<file path="src/design/ufold_pkg.sv">
`default_nettype none

package ufold_pkg;

   localparam logic [7:0] LEAD_C3     = 8'hC3;
   localparam logic [7:0] LEAD2_MASK  = 8'hE0;
   localparam logic [7:0] LEAD2_CODE  = 8'hC0;
   localparam logic [7:0] LEAD3_MASK  = 8'hF0;
   localparam logic [7:0] LEAD3_CODE  = 8'hE0;
   localparam logic [7:0] LEAD4_MASK  = 8'hF8;
   localparam logic [7:0] LEAD4_CODE  = 8'hF0;
   localparam logic [7:0] CONT_MASK   = 8'hC0;
   localparam logic [7:0] CONT_CODE   = 8'h80;
   localparam logic [7:0] UPPER_FIRST = 8'h41;
   localparam logic [7:0] UPPER_LAST  = 8'h5A;
   localparam logic [6:0] CASE_BIT    = 7'h20;

   localparam logic [6:0] CHAR_A = 7'h61;
   localparam logic [6:0] CHAR_C = 7'h63;
   localparam logic [6:0] CHAR_E = 7'h65;
   localparam logic [6:0] CHAR_I = 7'h69;
   localparam logic [6:0] CHAR_N = 7'h6E;
   localparam logic [6:0] CHAR_O = 7'h6F;
   localparam logic [6:0] CHAR_U = 7'h75;
   localparam logic [6:0] CHAR_NONE = 7'h00;

   typedef struct packed {
      logic       has_byte;
      logic [6:0] out_byte;
      logic       out_last;
   } result_type;

   // Base letter for the byte after a 0xC3 lead; zero means drop.
   function automatic logic [6:0] fold_c3(input logic [7:0] d);
      logic [4:0] k;
      logic [6:0] ch;
      k  = d[4:0];
      ch = CHAR_NONE;
      if ((d & CONT_MASK) == CONT_CODE) begin
         case (k) inside
            [5'd0:5'd4]:   ch = CHAR_A;
            5'd7:          ch = CHAR_C;
            [5'd8:5'd11]:  ch = CHAR_E;
            [5'd12:5'd15]: ch = CHAR_I;
            5'd17:         ch = CHAR_N;
            [5'd18:5'd22]: ch = CHAR_O;
            [5'd25:5'd28]: ch = CHAR_U;
            default:       ch = CHAR_NONE;
         endcase
      end
      return ch;
   endfunction

endpackage

`default_nettype wire

</file>
<file path="src/design/ufold_step.sv">
`default_nettype none

module ufold_step (
   input  wire logic                  clock,
   input  wire logic                  reset,
   input  wire logic                  fire,
   input  wire logic [7:0]            in_byte,
   input  wire logic                  line_end,
   output ufold_pkg::result_type      result
);
   import ufold_pkg::*;

   logic       after_c3_ff, after_c3_in;
   logic [1:0] skip_ff, skip_in;
   logic [6:0] ch;
   logic       have;
   logic [6:0] fold_ch;

   assign fold_ch = fold_c3(in_byte);

   always_comb begin
      after_c3_in = after_c3_ff;
      skip_in     = skip_ff;
      ch          = CHAR_NONE;
      have        = 1'b0;
      if (fire) begin
         if (after_c3_ff) begin
            after_c3_in = 1'b0;
            ch          = fold_ch;
            have        = (fold_ch != CHAR_NONE);
         end else if (skip_ff != 2'd0) begin
            skip_in = skip_ff - 2'd1;
         end else if (!in_byte[7]) begin
            have = 1'b1;
            if (in_byte >= UPPER_FIRST && in_byte <= UPPER_LAST) begin
               ch = in_byte[6:0] | CASE_BIT;
            end else begin
               ch = in_byte[6:0];
            end
         end else if (in_byte == LEAD_C3) begin
            after_c3_in = 1'b1;
         end else if ((in_byte & LEAD2_MASK) == LEAD2_CODE) begin
            skip_in = 2'd1;
         end else if ((in_byte & LEAD3_MASK) == LEAD3_CODE) begin
            skip_in = 2'd2;
         end else if ((in_byte & LEAD4_MASK) == LEAD4_CODE) begin
            skip_in = 2'd3;
         end
         // end of line: drop whatever sequence is still open
         if (line_end) begin
            after_c3_in = 1'b0;
            skip_in     = 2'd0;
         end
      end
   end

   always_ff @(posedge clock) begin
      if (reset) begin
         after_c3_ff <= 1'b0;
         skip_ff     <= 2'd0;
      end else begin
         after_c3_ff <= after_c3_in;
         skip_ff     <= skip_in;
      end
   end

   assign result.has_byte = have;
   assign result.out_byte = ch;
   assign result.out_last = line_end;

`ifndef SYNTHESIS
   a_state_exclusive: assert property (@(posedge clock) disable iff (reset)
      !(after_c3_ff && (skip_ff != 2'd0)))
      else $error("c3 decode and skip pending together");

   a_line_end_clears: assert property (@(posedge clock) disable iff (reset)
      (fire && line_end) |=> (!after_c3_ff && (skip_ff == 2'd0)))
      else $error("state not cleared after line end");

   a_c3_consumes_one: assert property (@(posedge clock) disable iff (reset)
      (fire && after_c3_ff) |=> (!after_c3_ff && (skip_ff == 2'd0)))
      else $error("byte after c3 lead not consumed alone");

   a_skip_counts_down: assert property (@(posedge clock) disable iff (reset)
      (fire && !after_c3_ff && (skip_ff != 2'd0) && !line_end)
         |=> (skip_ff == $past(skip_ff) - 2'd1))
      else $error("skip count did not step down");
`endif

endmodule

`default_nettype wire

</file>
<file path="src/design/utf8_accent_fold_lowercase_core.sv">
// UTF-8 accent folding to lower-case ASCII.
// Input channel req_: one raw UTF-8 byte per item (req_in_byte) with
// req_line_end marking the last byte of a line. Result channel rsp_: one
// item per input item, in order, carrying rsp_out_byte (7-bit ASCII, zero
// when not kept), rsp_has_byte and rsp_out_last (copy of line end).
// Both channels accept an item on a clock edge with valid high, stall low.
// An accepted byte moves from the input register to the result register
// once the result register is free to take it.
// Throughput: one item per cycle while rsp_stall is low; the fold and the
// 0xC3 flag and two-bit skip count update sit between the two registers.
// A stalled result holds in the result register while the input register
// may still take one further byte; req_stall rises only when both are full.
// Reset (synchronous, active high) empties both registers and clears the
// pending 0xC3 decode and the continuation-byte skip count.
`default_nettype none

module utf8_accent_fold_lowercase_core (
   input  wire logic       clock,
   input  wire logic       reset,
   input  wire logic       req_valid,
   output logic            req_stall,
   input  wire logic [7:0] req_in_byte,
   input  wire logic       req_line_end,
   output logic            rsp_valid,
   input  wire logic       rsp_stall,
   output logic [6:0]      rsp_out_byte,
   output logic            rsp_has_byte,
   output logic            rsp_out_last
);
   import ufold_pkg::*;

   logic       in_valid_ff;
   logic [7:0] in_byte_ff;
   logic       in_last_ff;
   logic       rsp_valid_ff;
   result_type rsp_ff;
   result_type step_result;
   logic       out_free;
   logic       step_fire;

   assign out_free  = !rsp_valid_ff || !rsp_stall;
   assign step_fire = in_valid_ff && out_free;
   assign req_stall = in_valid_ff && !out_free;

   always_ff @(posedge clock) begin
      if (reset) begin
         in_valid_ff <= 1'b0;
      end else if (!req_stall) begin
         in_valid_ff <= req_valid;
      end
   end

   always_ff @(posedge clock) begin
      if (req_valid && !req_stall) begin
         in_byte_ff <= req_in_byte;
         in_last_ff <= req_line_end;
      end
   end

   ufold_step u_step (
      .clock    (clock),
      .reset    (reset),
      .fire     (step_fire),
      .in_byte  (in_byte_ff),
      .line_end (in_last_ff),
      .result   (step_result)
   );

   always_ff @(posedge clock) begin
      if (reset) begin
         rsp_valid_ff <= 1'b0;
      end else if (out_free) begin
         rsp_valid_ff <= in_valid_ff;
      end
   end

   // hold the result while the receiver stalls
   always_ff @(posedge clock) begin
      if (step_fire) begin
         rsp_ff <= step_result;
      end
   end

   assign rsp_valid    = rsp_valid_ff;
   assign rsp_out_byte = rsp_ff.out_byte;
   assign rsp_has_byte = rsp_ff.has_byte;
   assign rsp_out_last = rsp_ff.out_last;

endmodule

`default_nettype wire

</file>
<file path="config.mk">
export PLATFORM = sky130hd
export DESIGN_NAME = utf8_accent_fold_lowercase_core
export DESIGN_NICKNAME = d
export VERILOG_FILES = /design/src/design/ufold_pkg.sv /design/src/design/ufold_step.sv /design/src/design/utf8_accent_fold_lowercase_core.sv
export SDC_FILE = /design/constraint.sdc
export NUM_CORES = 1
export LEC_CHECK = 0
export BUFFER_PORTS_ARGS = -buffer_cell sky130_fd_sc_hd__buf_2
export CAP_MARGIN = 10
export CORE_ASPECT_RATIO = 0.75
export CORE_MARGIN = 2
export CORE_UTILIZATION = 55
export CTS_CLUSTER_DIAMETER = 200
export DETAILED_ROUTE_END_ITERATION = 6
export HOLD_SLACK_MARGIN = 0.05
export PLACE_DENSITY_LB_ADDON = 0.15
export SKIP_LAST_GASP = 1
export SYNTH_ARGS = -nofsm -noshare
export SYNTH_HDL_FRONTEND = slang
export SYNTH_SLANG_ARGS = --single-unit
export TNS_END_PERCENT = 100
</file>
<file path="constraint.sdc">
create_clock -name clock -period 2.46 [get_ports clock]
set_input_delay 0.369 -clock clock [delete_from_list [all_inputs] [get_ports clock]]
set_output_delay 0.369 -clock clock [all_outputs]
set_load 0.01 [all_outputs]
</file>
# Word-level counts from Yosys, hierarchy flattened

Cells that the tools add are included.

Register bits: 23
Bits of input ports: 13
Output and inout bits: 11
Logic and storage cells: 78

Add/sub/neg operators: 1
Magnitude comparators: 12
Equal/unequal tests: 9
Muxes and demuxes: 28
Reduce and logical (&&, ||, !) cells: 19

Operator list:

| kind               | number |
|---|---|
| $mux 7             | 11 |
| $mux 2             | 8 |
| $eq 5x5->1 const B | 2 |
| $ge 5x4->1 const B | 2 |
| $ge 5x5->1 const B | 2 |
| $le 5x4->1 const B | 2 |
| $le 5x5->1 const B | 2 |
| $logic_and 1x1->1  | 9 |
| $eq 8x8->1 const B | 1 |
| $ge 8x7->1 const B | 1 |
| $le 8x7->1 const B | 1 |
| $mux 1             | 8 |
| $reduce_bool 7->1  | 1 |
| $mux 6             | 1 |
| $eq 5x3->1 const B | 1 |
| $ge 5x1->1 const B | 1 |
| $le 5x3->1 const B | 1 |
| $reduce_and 5->1   | 1 |
| $reduce_bool 5->1  | 1 |
| $eq 4x4->1 const B | 1 |
| $logic_not 1->1    | 4 |
| $eq 3x3->1 const B | 1 |
| $ne 3x2->1 const B | 1 |
| $reduce_bool 3->1  | 1 |
| other kinds (5)    | 5 |

# Logic depth before layout (Yosys ltp)

Gate-level depths: netlist of run 1.

Word-level depth: 12
Mapped depth: 6
Gate-level depth less buffers: 6

# Hierarchy

A second synthesis of run 1 with hierarchy kept.

Cell total of the unflattened synthesis: 112
Area, all modules: 1174.9 um^2

Modules (own cells, without submodules):

| module                          | instances | cells each | area each (um^2) | seq. area each (um^2) |
|---|---|---|---|---|
| utf8_accent_fold_lowercase_core | 1         | 28         | 626.9            | 580.6 |
| ufold_step                      | 1         | 84         | 548.0            | 60.1 |

# Worst setup path before layout of run 1

No wires, ideal clock.

Kind: reg2reg
Start: reg in_byte_ff[1]
End: reg rsp_ff (netlist bit rsp_out_byte[5]) (data pin)
Library setup time: 142 ps
Arrival time: 1421 ps
Data required time: 2318 ps
Path slack: 898 ps
Stages on the path, launching flop included: 6
Buffers on the path: 1
Period minus slack after synthesis: 1562 ps
Path through: edfxtp_1 -> buf_8 -> maj3_2 -> a22o_1 -> a211o_1 -> o21ai_2

RTL lines:

| item                   | line                                  | RTL |
|---|---|---|
| start, declared        | utf8_accent_fold_lowercase_core.sv:33 | `logic [7:0] in_byte_ff;` |
| start signal, assigned | utf8_accent_fold_lowercase_core.sv:55 | `in_byte_ff <= req_in_byte;` |
| end signal, assigned   | utf8_accent_fold_lowercase_core.sv:80 | `rsp_ff <= step_result;` |
| end, declared          | utf8_accent_fold_lowercase_core.sv:36 | `result_type rsp_ff;` |

==> results of run 1 <==
## Yosys cell counts (all sizes together), types with 3 or more instances
library cell  number  area (um^2)
a21oi              5         25.0
a22o               4         36.3
nand3              4         20.0
buf                3         37.5
edfxtp            18          541
o21ai              7         38.8
nand2             12         45.0
nor2b              3         18.8
inv                4         15.0
dfxtp              5          100
nand3b             3         22.5
nor2              10         37.5
nor3               4         20.0
## sequential cells by signal, summed over array words and instances (netlist names)
signal              flops
rsp_has_byte            1
u_step.skip_ff          2
in_byte_ff              8
in_last_ff              1
rsp_valid               1
rsp_out_byte            7
in_valid_ff             1
u_step.after_c3_ff      1
rsp_out_last            1
## worst max path at each step
stage	start	end	slack (ns)	cells after the start
finish	in_byte_ff[2]	rsp_out_byte[1]	0.78	4
global route	in_byte_ff[2]	rsp_out_byte[1]	0.62	4
CTS	in_byte_ff[0]	rsp_out_byte[6]	0.77	4
detailed placement	in_byte_ff[0]	rsp_out_byte[6]	0.80	4
global placement	in_byte_ff[0]	rsp_out_byte[5]	0.84	4
floorplan	in_byte_ff[1]	rsp_out_byte[5]	0.90	5
## critical path, stage by stage, from the launching register on
cell and delay [ns]:
edfxtp_1 0.56, nor3_1 0.44, nand3b_1 0.16, o21ai_0 0.09, a22o_1 0.20
## cell usage in the layout, fill, tap and decap left out, drive strengths merged
master   synthesis  final
maj3             1      1
o31ai            1      1
a22o             4      4
a21oi            5      5
o31a             1      1
clkbuf           1      4
nand3b           3      3
o41ai            1      1
buf              3     23
inv              4      4
dfxtp            5      5
o21bai           1      1
o21ai            7      7
nand2b           1      1
a211o            1      1
nand4            1      1
and3             1      1
xor2             1      1
or2              1      1
a21boi           1      1
a31oi            2      2
nor3             4      4
nor2            10     10
nand3            4      4
edfxtp          18     18
a2111oi          1      1
nand2           12     12
nor4             2      2
or3              1      1
and4bb           1      1
nor2b            3      3
## metal layers
| layer | wire length [um] | track usage | part of all wire | vias to the layer above |
|---|---|---|---|---|
| met4 | 0 | 0.0381 | 0 | 0 |
| met1 | 837 | 0.239 | 0.46 | 383 |
| li1 | - | - | - | 427 |
| met2 | 843 | 0.279 | 0.46 | 38 |
| met5 | 0 | 0 | 0 | - |
| met3 | 154 | 0.0701 | 0.084 | 0 |
## stage by stage
stage	area [um^2]	std cells	hold WS, ns	worst slack, ns	total power, W
finish	1240	149	0.243	0.782	0.000688
global placement	1220	145	0.464	0.844	0.000534
CTS	1240	149	0.229	0.772	0.000696
floorplan	1110	102	0.438	0.898	0.000514
global route	1240	149	0.223	0.616	0.000727
detailed placement	1220	145	0.477	0.802	0.000537
## power breakdown
group	internal, W	switching, W	total, W
Clock	0.0000631	0.0000962	0.000159
Sequential	0.000440	0.0000187	0.000459
Combinational	0.0000318	0.0000379	0.0000697
Total	0.000535	0.000153	0.000688
## logic make-up after synthesis
logic type               count (synthesis)
AND/OR/NAND/NOR                         44
AO/OA/AOI/OAI                           25
XOR/XNOR                                 1
adder cells (fa/ha/maj)                  1
buffers and inverters                    8
flip-flops                              23
## layout make-up
type / count / area (um^2) / share of cell area
Clock buffer: 4 / 26.3 / 0.0211
Tap cell: 24 / 30.0 / 0.0241
Inverter: 4 / 15.0 / 0.0121
Timing Repair Buffer: 23 / 115 / 0.0926
Sequential cell: 23 / 641 / 0.515
Multi-Input combinational cell: 71 / 417 / 0.335
==> results.yml, run 1 <==
outcome:
  status: "complete, no violations"
yosys:
  async_reset_ff_frac: 0
  postSynthAreaPerCell_um2: 10.9
  muxShareOfSynthArea: 0
  ys_seq_area_frac: 0.575
  syn_nets: 115
  ys_ff_latch: 23
  syn_area_um2: 1110
  synth_compound_area_frac: 0.153
  ys.flop_type: "edfxtp_1"
  synth_cell_types: 35
  synthAdderAreaFrac: 0.0101
  yosys.area_share.simple: 0.203
  synthCells: 102
  synth_top_family_by_area: "simple AND/OR/NAND/NOR gates"
  yosys_warnings: 0
  yosys.area_share.xor_xnor: 0.00787
  synth_edf_count: 18
global_routing:
  antenna_found_initial: 0
  grt_pass1_wl_mm: 3.31
  grt-ovfl-total: 0
  track_usage: 0.178
  grt_pass1_vias: 771
  grt_max_degree: 13
cts:
  cts_resized: 0
  cts_buffer_depth: 2
  clk_latency_ns: 0.30
  clk_pin_slew_ns: 0.11
  cts_htree_levels: 1
  ctsRootBufferMaster: "clkbuf_4"
  cts_tree: "built"
  cts_buffers: 3
  ctsHoldBuffers: 0
  clock-sinks: 23
  postCtsSetupBuffers: 0
timing:
  tightest_slew_ns: 0.654
  rsz0062_at_grt: "false"
  tns_ns: 0
  clock_skew_ns: 0.00454
  max_clock_freq_mhz: 596
  finalCritPeriodShare: 0.682
  finalCriticalPeriod_ns: 1.68
  finalSetupViolations: 0
  final_max_slew_viol_count: 0
  hold_viol: 0
  relSlewSlack: 0.563
placed_design:
  routabilityCongestion: 0.835
  post-dp-hpwl_mm: 1.36
  io_buffers: 23
critical_path:
  arrival_ns: 1.74
  r2r_slack_ns: 0.78
  worstReg2RegStart: "in_byte_ff[2]"
  reg2reg_to: "rsp_out_byte[1]"
  start_kind: "register"
  cp_max_fo: 12
  cp.required_ns: 2.52
  reg2regPathDepth: 4
  endpoint_kind: "register"
  worstSetupPathType: "reg -> reg"
final_layout:
  final_util: 0.634
  drive_gt1_frac: 0.256
  nets: 139
  fill_cells: 174
  area_growth_pct: 11.7
  antennaDiodeCount: 0
min_path:
  min_from: "req_in_byte[1]"
  hold_depth: 1
  holdPathEnd: "in_byte_ff[1]"
  hold_path_class: "in -> reg"
die:
  fp.dieArea_um2: 2400
  rows: 14
  start_util: 0.568
  die_h_um: 43.0
  coreArea_um2: 1960
  fp.dieW_um: 56.0
  ioPinCount: 24
run:
  maxCapViolations: 0
pwr:
  ir_drop_mv: 0.370
  p_leak_nw: 0.485
  power.density_nw_per_um2: 553
routing:
  routed_wl_mm: 1.84
  drtPass1Iterations: 4
  drt-vias-per-instance: 5.69
  antenna_left: 0
  drcViolationCount: 0
  dr.first_iter.drc_count: 27
  wl_per_cell_um: 12.3
  vias: 848
No activity file was read; power rests on OpenSTA's default activity.
==> run 2, diff against run 1 <==
Settings changed: CORE_UTILIZATION 55 to 47.
Clock period 2.46 ns to 1.52 ns, I/O delays scaled along.
==> run 2 against run 1 <==
The flow now finishes with violations (setup timing). Fmax rose by 6.2%. Critical endpoint is now rsp_out_byte[5]. First-iteration DRC count decreased by 70%. Combinational power grew 150%. Power up 71%. Highest routed layer is now met4. Hold slack lost 0.15 ns. Design area is 17% higher. Worst setup slack lost 0.84 ns. Via count is 8.7% higher. Critical path type unchanged. Cell count is 22% higher. Sequential power rose by 60%. Register-to-register slack worse by 0.84 ns. Global-route usage shrank 1.2 points.
==> results.yml, run 2 (synthesis gave the netlist of run 1 again) <==
final_layout:
  regMostFlops: "in_byte_ff"
  nets: 162
  layout_common_cells: "23 x buf_2, 22 x buf_4, 18 x edfxtp_1"
  area_growth_pct: 30.7
  layout_commonest_cell: "buf_2"
  largest_reg_flops: 8
  drive_gt1_frac: 0.405
  antennaDiodeCount: 0
die:
  start_util: 0.490
  fp.dieArea_um2: 2780
  ioPinCount: 24
  fp.dieW_um: 60.2
  die_h_um: 46.2
  rows: 15
  coreArea_um2: 2270
cts:
  cts_tree: "built"
  ctsRootBufferMaster: "clkbuf_4"
  cts_htree_levels: 1
  clk_pin_slew_ns: 0.12
  ctsHoldBuffers: 0
  clk_latency_ns: 0.30
  cts_buffer_depth: 2
  cts_buffers: 3
  clock-sinks: 23
critical_path:
  path_cells: "maj3_2 > a22o_1 > a211o_1 > o21ai_2"
  endpoint_kind: "register"
  worst_path_max_delay_cell: "edfxtp_1"
  crit_path_max_incr_delay_ns: 0.48
  cp.required_ns: 1.69
  start_kind: "register"
  worstSetupPathType: "reg -> reg"
  path_buf_inv: 0
  cp_max_fo: 5
  crit_family: "compound AO/OA/AOI/OAI gates"
  arrival_ns: 1.75
timing:
  relSlewSlack: 0.721
  clock_skew_ns: 0.00244
  setup_slack_ns: -0.0604
  tns_ns: -0.169
  tightest_slew_ns: 0.417
  finalCriticalPeriod_ns: 1.58
  hold_viol: 0
  final_max_slew_viol_count: 0
  rsz0062_at_grt: "true"
  finalSetupViolations: 4
  finalCritPeriodShare: 1.04
  max_clock_freq_mhz: 633
pwr:
  internal_power_w: 0.000900
  clockPowerShare: 0.227
  p_leak_nw: 0.604
  ir_drop_mv: 0.530
  power.density_nw_per_um2: 807
  p_comb_frac: 0.148
  total_power_w: 0.00117
  p_sw_w: 0.000274
  swShare: 0.233
  seqPwrFrac: 0.625
global_routing:
  grt_pass1_wl_mm: 3.35
  grt-ovfl-total: 0
  grt_max_degree: 14
  track_usage: 0.167
  antenna_found_initial: 0
  grt_pass1_vias: 790
routing:
  drt-vias-per-instance: 5.07
  drtPass1Iterations: 4
  antenna_left: 0
  vias: 922
  drcViolationCount: 0
  dr.first_iter.drc_count: 8
  wl_per_cell_um: 11.7
  routed_wl_mm: 2.13
placed_design:
  dpl_worst_slack_ns: -0.0260
  io_buffers: 23
  post-dp-hpwl_mm: 1.58
  routabilityCongestion: 0.894
outcome:
  violations: "setup timing"
  status: "finished, violations left"
min_path:
  hold_path_class: "in -> reg"
run:
  maxCapViolations: 0
[run 2: worst reg2reg max path, cell delays in order, from the launching register on]
cell      delay, ns
edfxtp_1       0.48
maj3_2         0.36
a22o_1         0.24
a211o_1        0.31
o21ai_2        0.07
[run 2: power groups by stage]
stage / Sequential [W] / Clock, W / Combinational (W)
global route: 0.000738 / 0.000301 / 0.000190
floorplan: 0.000748 / 0 / 0.0000845
global placement: 0.000747 / 0 / 0.000154
finish: 0.000734 / 0.000267 / 0.000173
detailed placement: 0.000748 / 0 / 0.000156
CTS: 0.000733 / 0.000280 / 0.000162
[run 2: per-layer routing]
metal,vias to the layer above,global-route usage,routed length (um)
li1,474,-,-
met1,408,0.232,1040
met2,38,0.250,922
met3,2,0.0590,148
met4,0,0.0400,14
met5,-,0,0
[run 2: final cells by class]
type	count	area (um^2)
timing repair buffer	46	292
multi-input combinational	71	438
tap	34	42.5
inverter	4	15.0
clock buffer	3	22.5
sequential	23	641
fill	193	816
clock inverter	1	5.00
[run 2: through the flow]
step / instance area [um^2] / hold WS, ns / instances / util
6_report: 1460 / 0.0890 / 182 / 0.641
4_1_cts: 1410 / 0.0798 / 178 / 0.620
2_1_floorplan: 1110 / 0.297 / 102 / -
5_1_grt: 1460 / 0.0634 / 182 / 0.641
3_5_place_dp: 1360 / 0.406 / 172 / 0.598
3_3_place_gp: 1360 / 0.405 / 172 / 0.598
[run 2: what timing repair did]
action / 4_1_cts / 5_1_grt
setup buffers: 2 / 4
resized for setup: 2 / 4
hold endpoints to repair: 0 / 0
pin swaps: 1 / 4
endpoints found under the setup margin: 5 / 9
[run 2: path summary, 6_finish.rpt]
kind,from,to,slack [ns],cells after the start
worst max-delay path,in_byte_ff[3],rsp_out_byte[5],-0.06,4
worst min register to register,in_valid_ff,rsp_valid,0.51,2
worst min-delay path,req_in_byte[2],in_byte_ff[2],0.09,1
worst max register to register,in_byte_ff[3],rsp_out_byte[5],-0.06,4
==> run 3, diff against run 2 <==
Settings changed: CELL_PAD_IN_SITES_DETAIL_PLACEMENT set to 0, CELL_PAD_IN_SITES_GLOBAL_PLACEMENT set to 2, CORE_UTILIZATION 47 to 30.
==> run 3 against run 2 <==
The run still ends with setup timing left. Count of clock-buffer cells in the layout stayed put. Global-route usage fell by 4.6 points. Critical path type unchanged. Combinational power fell by 5%. Sequential share of layout area is 0.11 points higher. Highest routed layer unchanged. Critical endpoint is now rsp_out_byte[0]. Largest cell class unchanged. Routed wire length increased by 7.6%. Fmax increased by 1.0%.
==> results.yml, run 3 (synthesis gave the netlist of run 1 again) <==
die:
  coreArea_um2: 3610
  start_util: 0.308
  fp.dieArea_um2: 4220
  rows: 19
  fp.dieW_um: 74.4
  die_h_um: 56.8
  ioPinCount: 24
run:
  maxCapViolations: 0
cts:
  clock-sinks: 23
  cts_buffer_depth: 2
  cts_tree: "built"
  cts_htree_levels: 1
  clk_latency_ns: 0.26
  cts_buffers: 3
  ctsRootBufferMaster: "clkbuf_8"
  clk_pin_slew_ns: 0.08
global_routing:
  grt_max_degree: 14
  grt-ovfl-total: 0
  track_usage: 0.121
  grt_pass1_wl_mm: 3.87
  grt_pass1_vias: 819
  antenna_found_initial: 0
timing:
  final_max_slew_viol_count: 0
  holdWs_ns: 0.137
  rsz0062_at_grt: "true"
  max_clock_freq_mhz: 639
  finalCriticalPeriod_ns: 1.56
  finalCritPeriodShare: 1.03
  tns_ns: -0.154
  setup_slack_ns: -0.0441
  clock_skew_ns: 0.00276
  hold_viol: 0
  relSlewSlack: 0.673
  finalSetupViolations: 4
  tightest_slew_ns: 0.490
routing:
  dr.first_iter.drc_count: 54
  drtPass1Iterations: 4
  antenna_left: 0
  wl_per_cell_um: 11.7
  routed_wl_mm: 2.29
  drcViolationCount: 0
  drt-vias-per-instance: 4.52
  vias: 886
pwr:
  p_sw_w: 0.000293
  power.density_nw_per_um2: 876
  p_leak_nw: 0.589
  p_comb_frac: 0.129
  clockPowerShare: 0.293
  internal_power_w: 0.000977
  swShare: 0.231
  ir_drop_mv: 0.651
  seqPwrFrac: 0.578
placed_design:
  postPlaceCellArea_um2: 1370
  post-dp-hpwl_mm: 1.76
  io_buffers: 23
  placedCellCount: 189
  routabilityCongestion: 0.829
critical_path:
  start_kind: "register"
  arrival_ns: 1.58
  worstSetupPathType: "reg -> reg"
  cp_max_fo: 5
  endpoint_kind: "register"
  cp.required_ns: 1.54
  r2r_slack_ns: -0.04
final_layout:
  largest_reg_flops: 8
  antennaDiodeCount: 0
  fin_area_um2: 1450
  drive_gt1_frac: 0.375
  regArea_um2: 641
  multi_input_area_um2: 427
  regMostFlops: "in_byte_ff"
  layout_commonest_cell: "buf_2"
  fill_cells: 392
  nets: 158
  final_util: 0.402
  area_growth_pct: 30.3
  layout_common_cells: "23 x buf_2, 19 x buf_4, 18 x edfxtp_1"
  stdcell_count: 196
outcome:
  violations: "setup timing"
  status: "finished, violations left"
min_path:
  hold_path_class: "in -> reg"
[run 3: worst max-delay path, cell delays in order (launching register included)]
cell and delay [ns]:
edfxtp_1 0.46, a2111oi_1 0.56, nor2_1 0.09, a22o_2 0.22
[run 3: power by group through the flow]
stage	Sequential [W]	Clock (W)	Combinational, W
after floorplan	0.000748	0	0.0000845
after detailed placement	0.000749	0	0.000156
after global routing	0.000739	0.000423	0.000181
final	0.000734	0.000373	0.000164
after CTS	0.000734	0.000392	0.000162
after global placement	0.000747	0	0.000155
[run 3: final cells by class]
cell class,count,area share
flip-flops and latches,23,0.441
clock inverters,1,0.00345
repair buffers,42,0.178
inverters,4,0.0103
clock buffers,3,0.0284
multi-input cells,71,0.294
well taps,52,0.0448
[run 3: per-layer routing]
| metal | track usage | routed length (um) | vias to the layer above |
|---|---|---|---|
| li1 | - | - | 463 |
| met1 | 0.181 | 1190 | 389 |
| met2 | 0.170 | 943 | 32 |
| met3 | 0.0449 | 140 | 2 |
| met4 | 0.0153 | 13 | 0 |
| met5 | 0 | 0 | - |
[run 3: worst paths after layout]
| kind | startpoint | to | cells past startpoint |
|---|---|---|---|
| worst min register to register | in_valid_ff | rsp_valid | 2 |
| worst min-delay path | req_in_byte[4] | in_byte_ff[4] | 1 |
| worst max register to register | in_byte_ff[0] | rsp_out_byte[0] | 3 |
| worst max-delay path | in_byte_ff[0] | rsp_out_byte[0] | 3 |
[run 3: timing repair]
action                                  in CTS  in global routing
pin swaps                                    0                  0
buffers inserted                             2                  1
gates resized for setup                      2                  1
endpoints found under the setup margin       5                  8
hold buffers                                 0                  0
[run 3: per-stage QoR]
stage,total power [W],setup slack (ns)
after floorplan,0.000833,0.0147
after global placement,0.000902,-0.0745
after detailed placement,0.000904,-0.0933
after CTS,0.00129,-0.0375
after global routing,0.00134,-0.116
final,0.00127,-0.0441
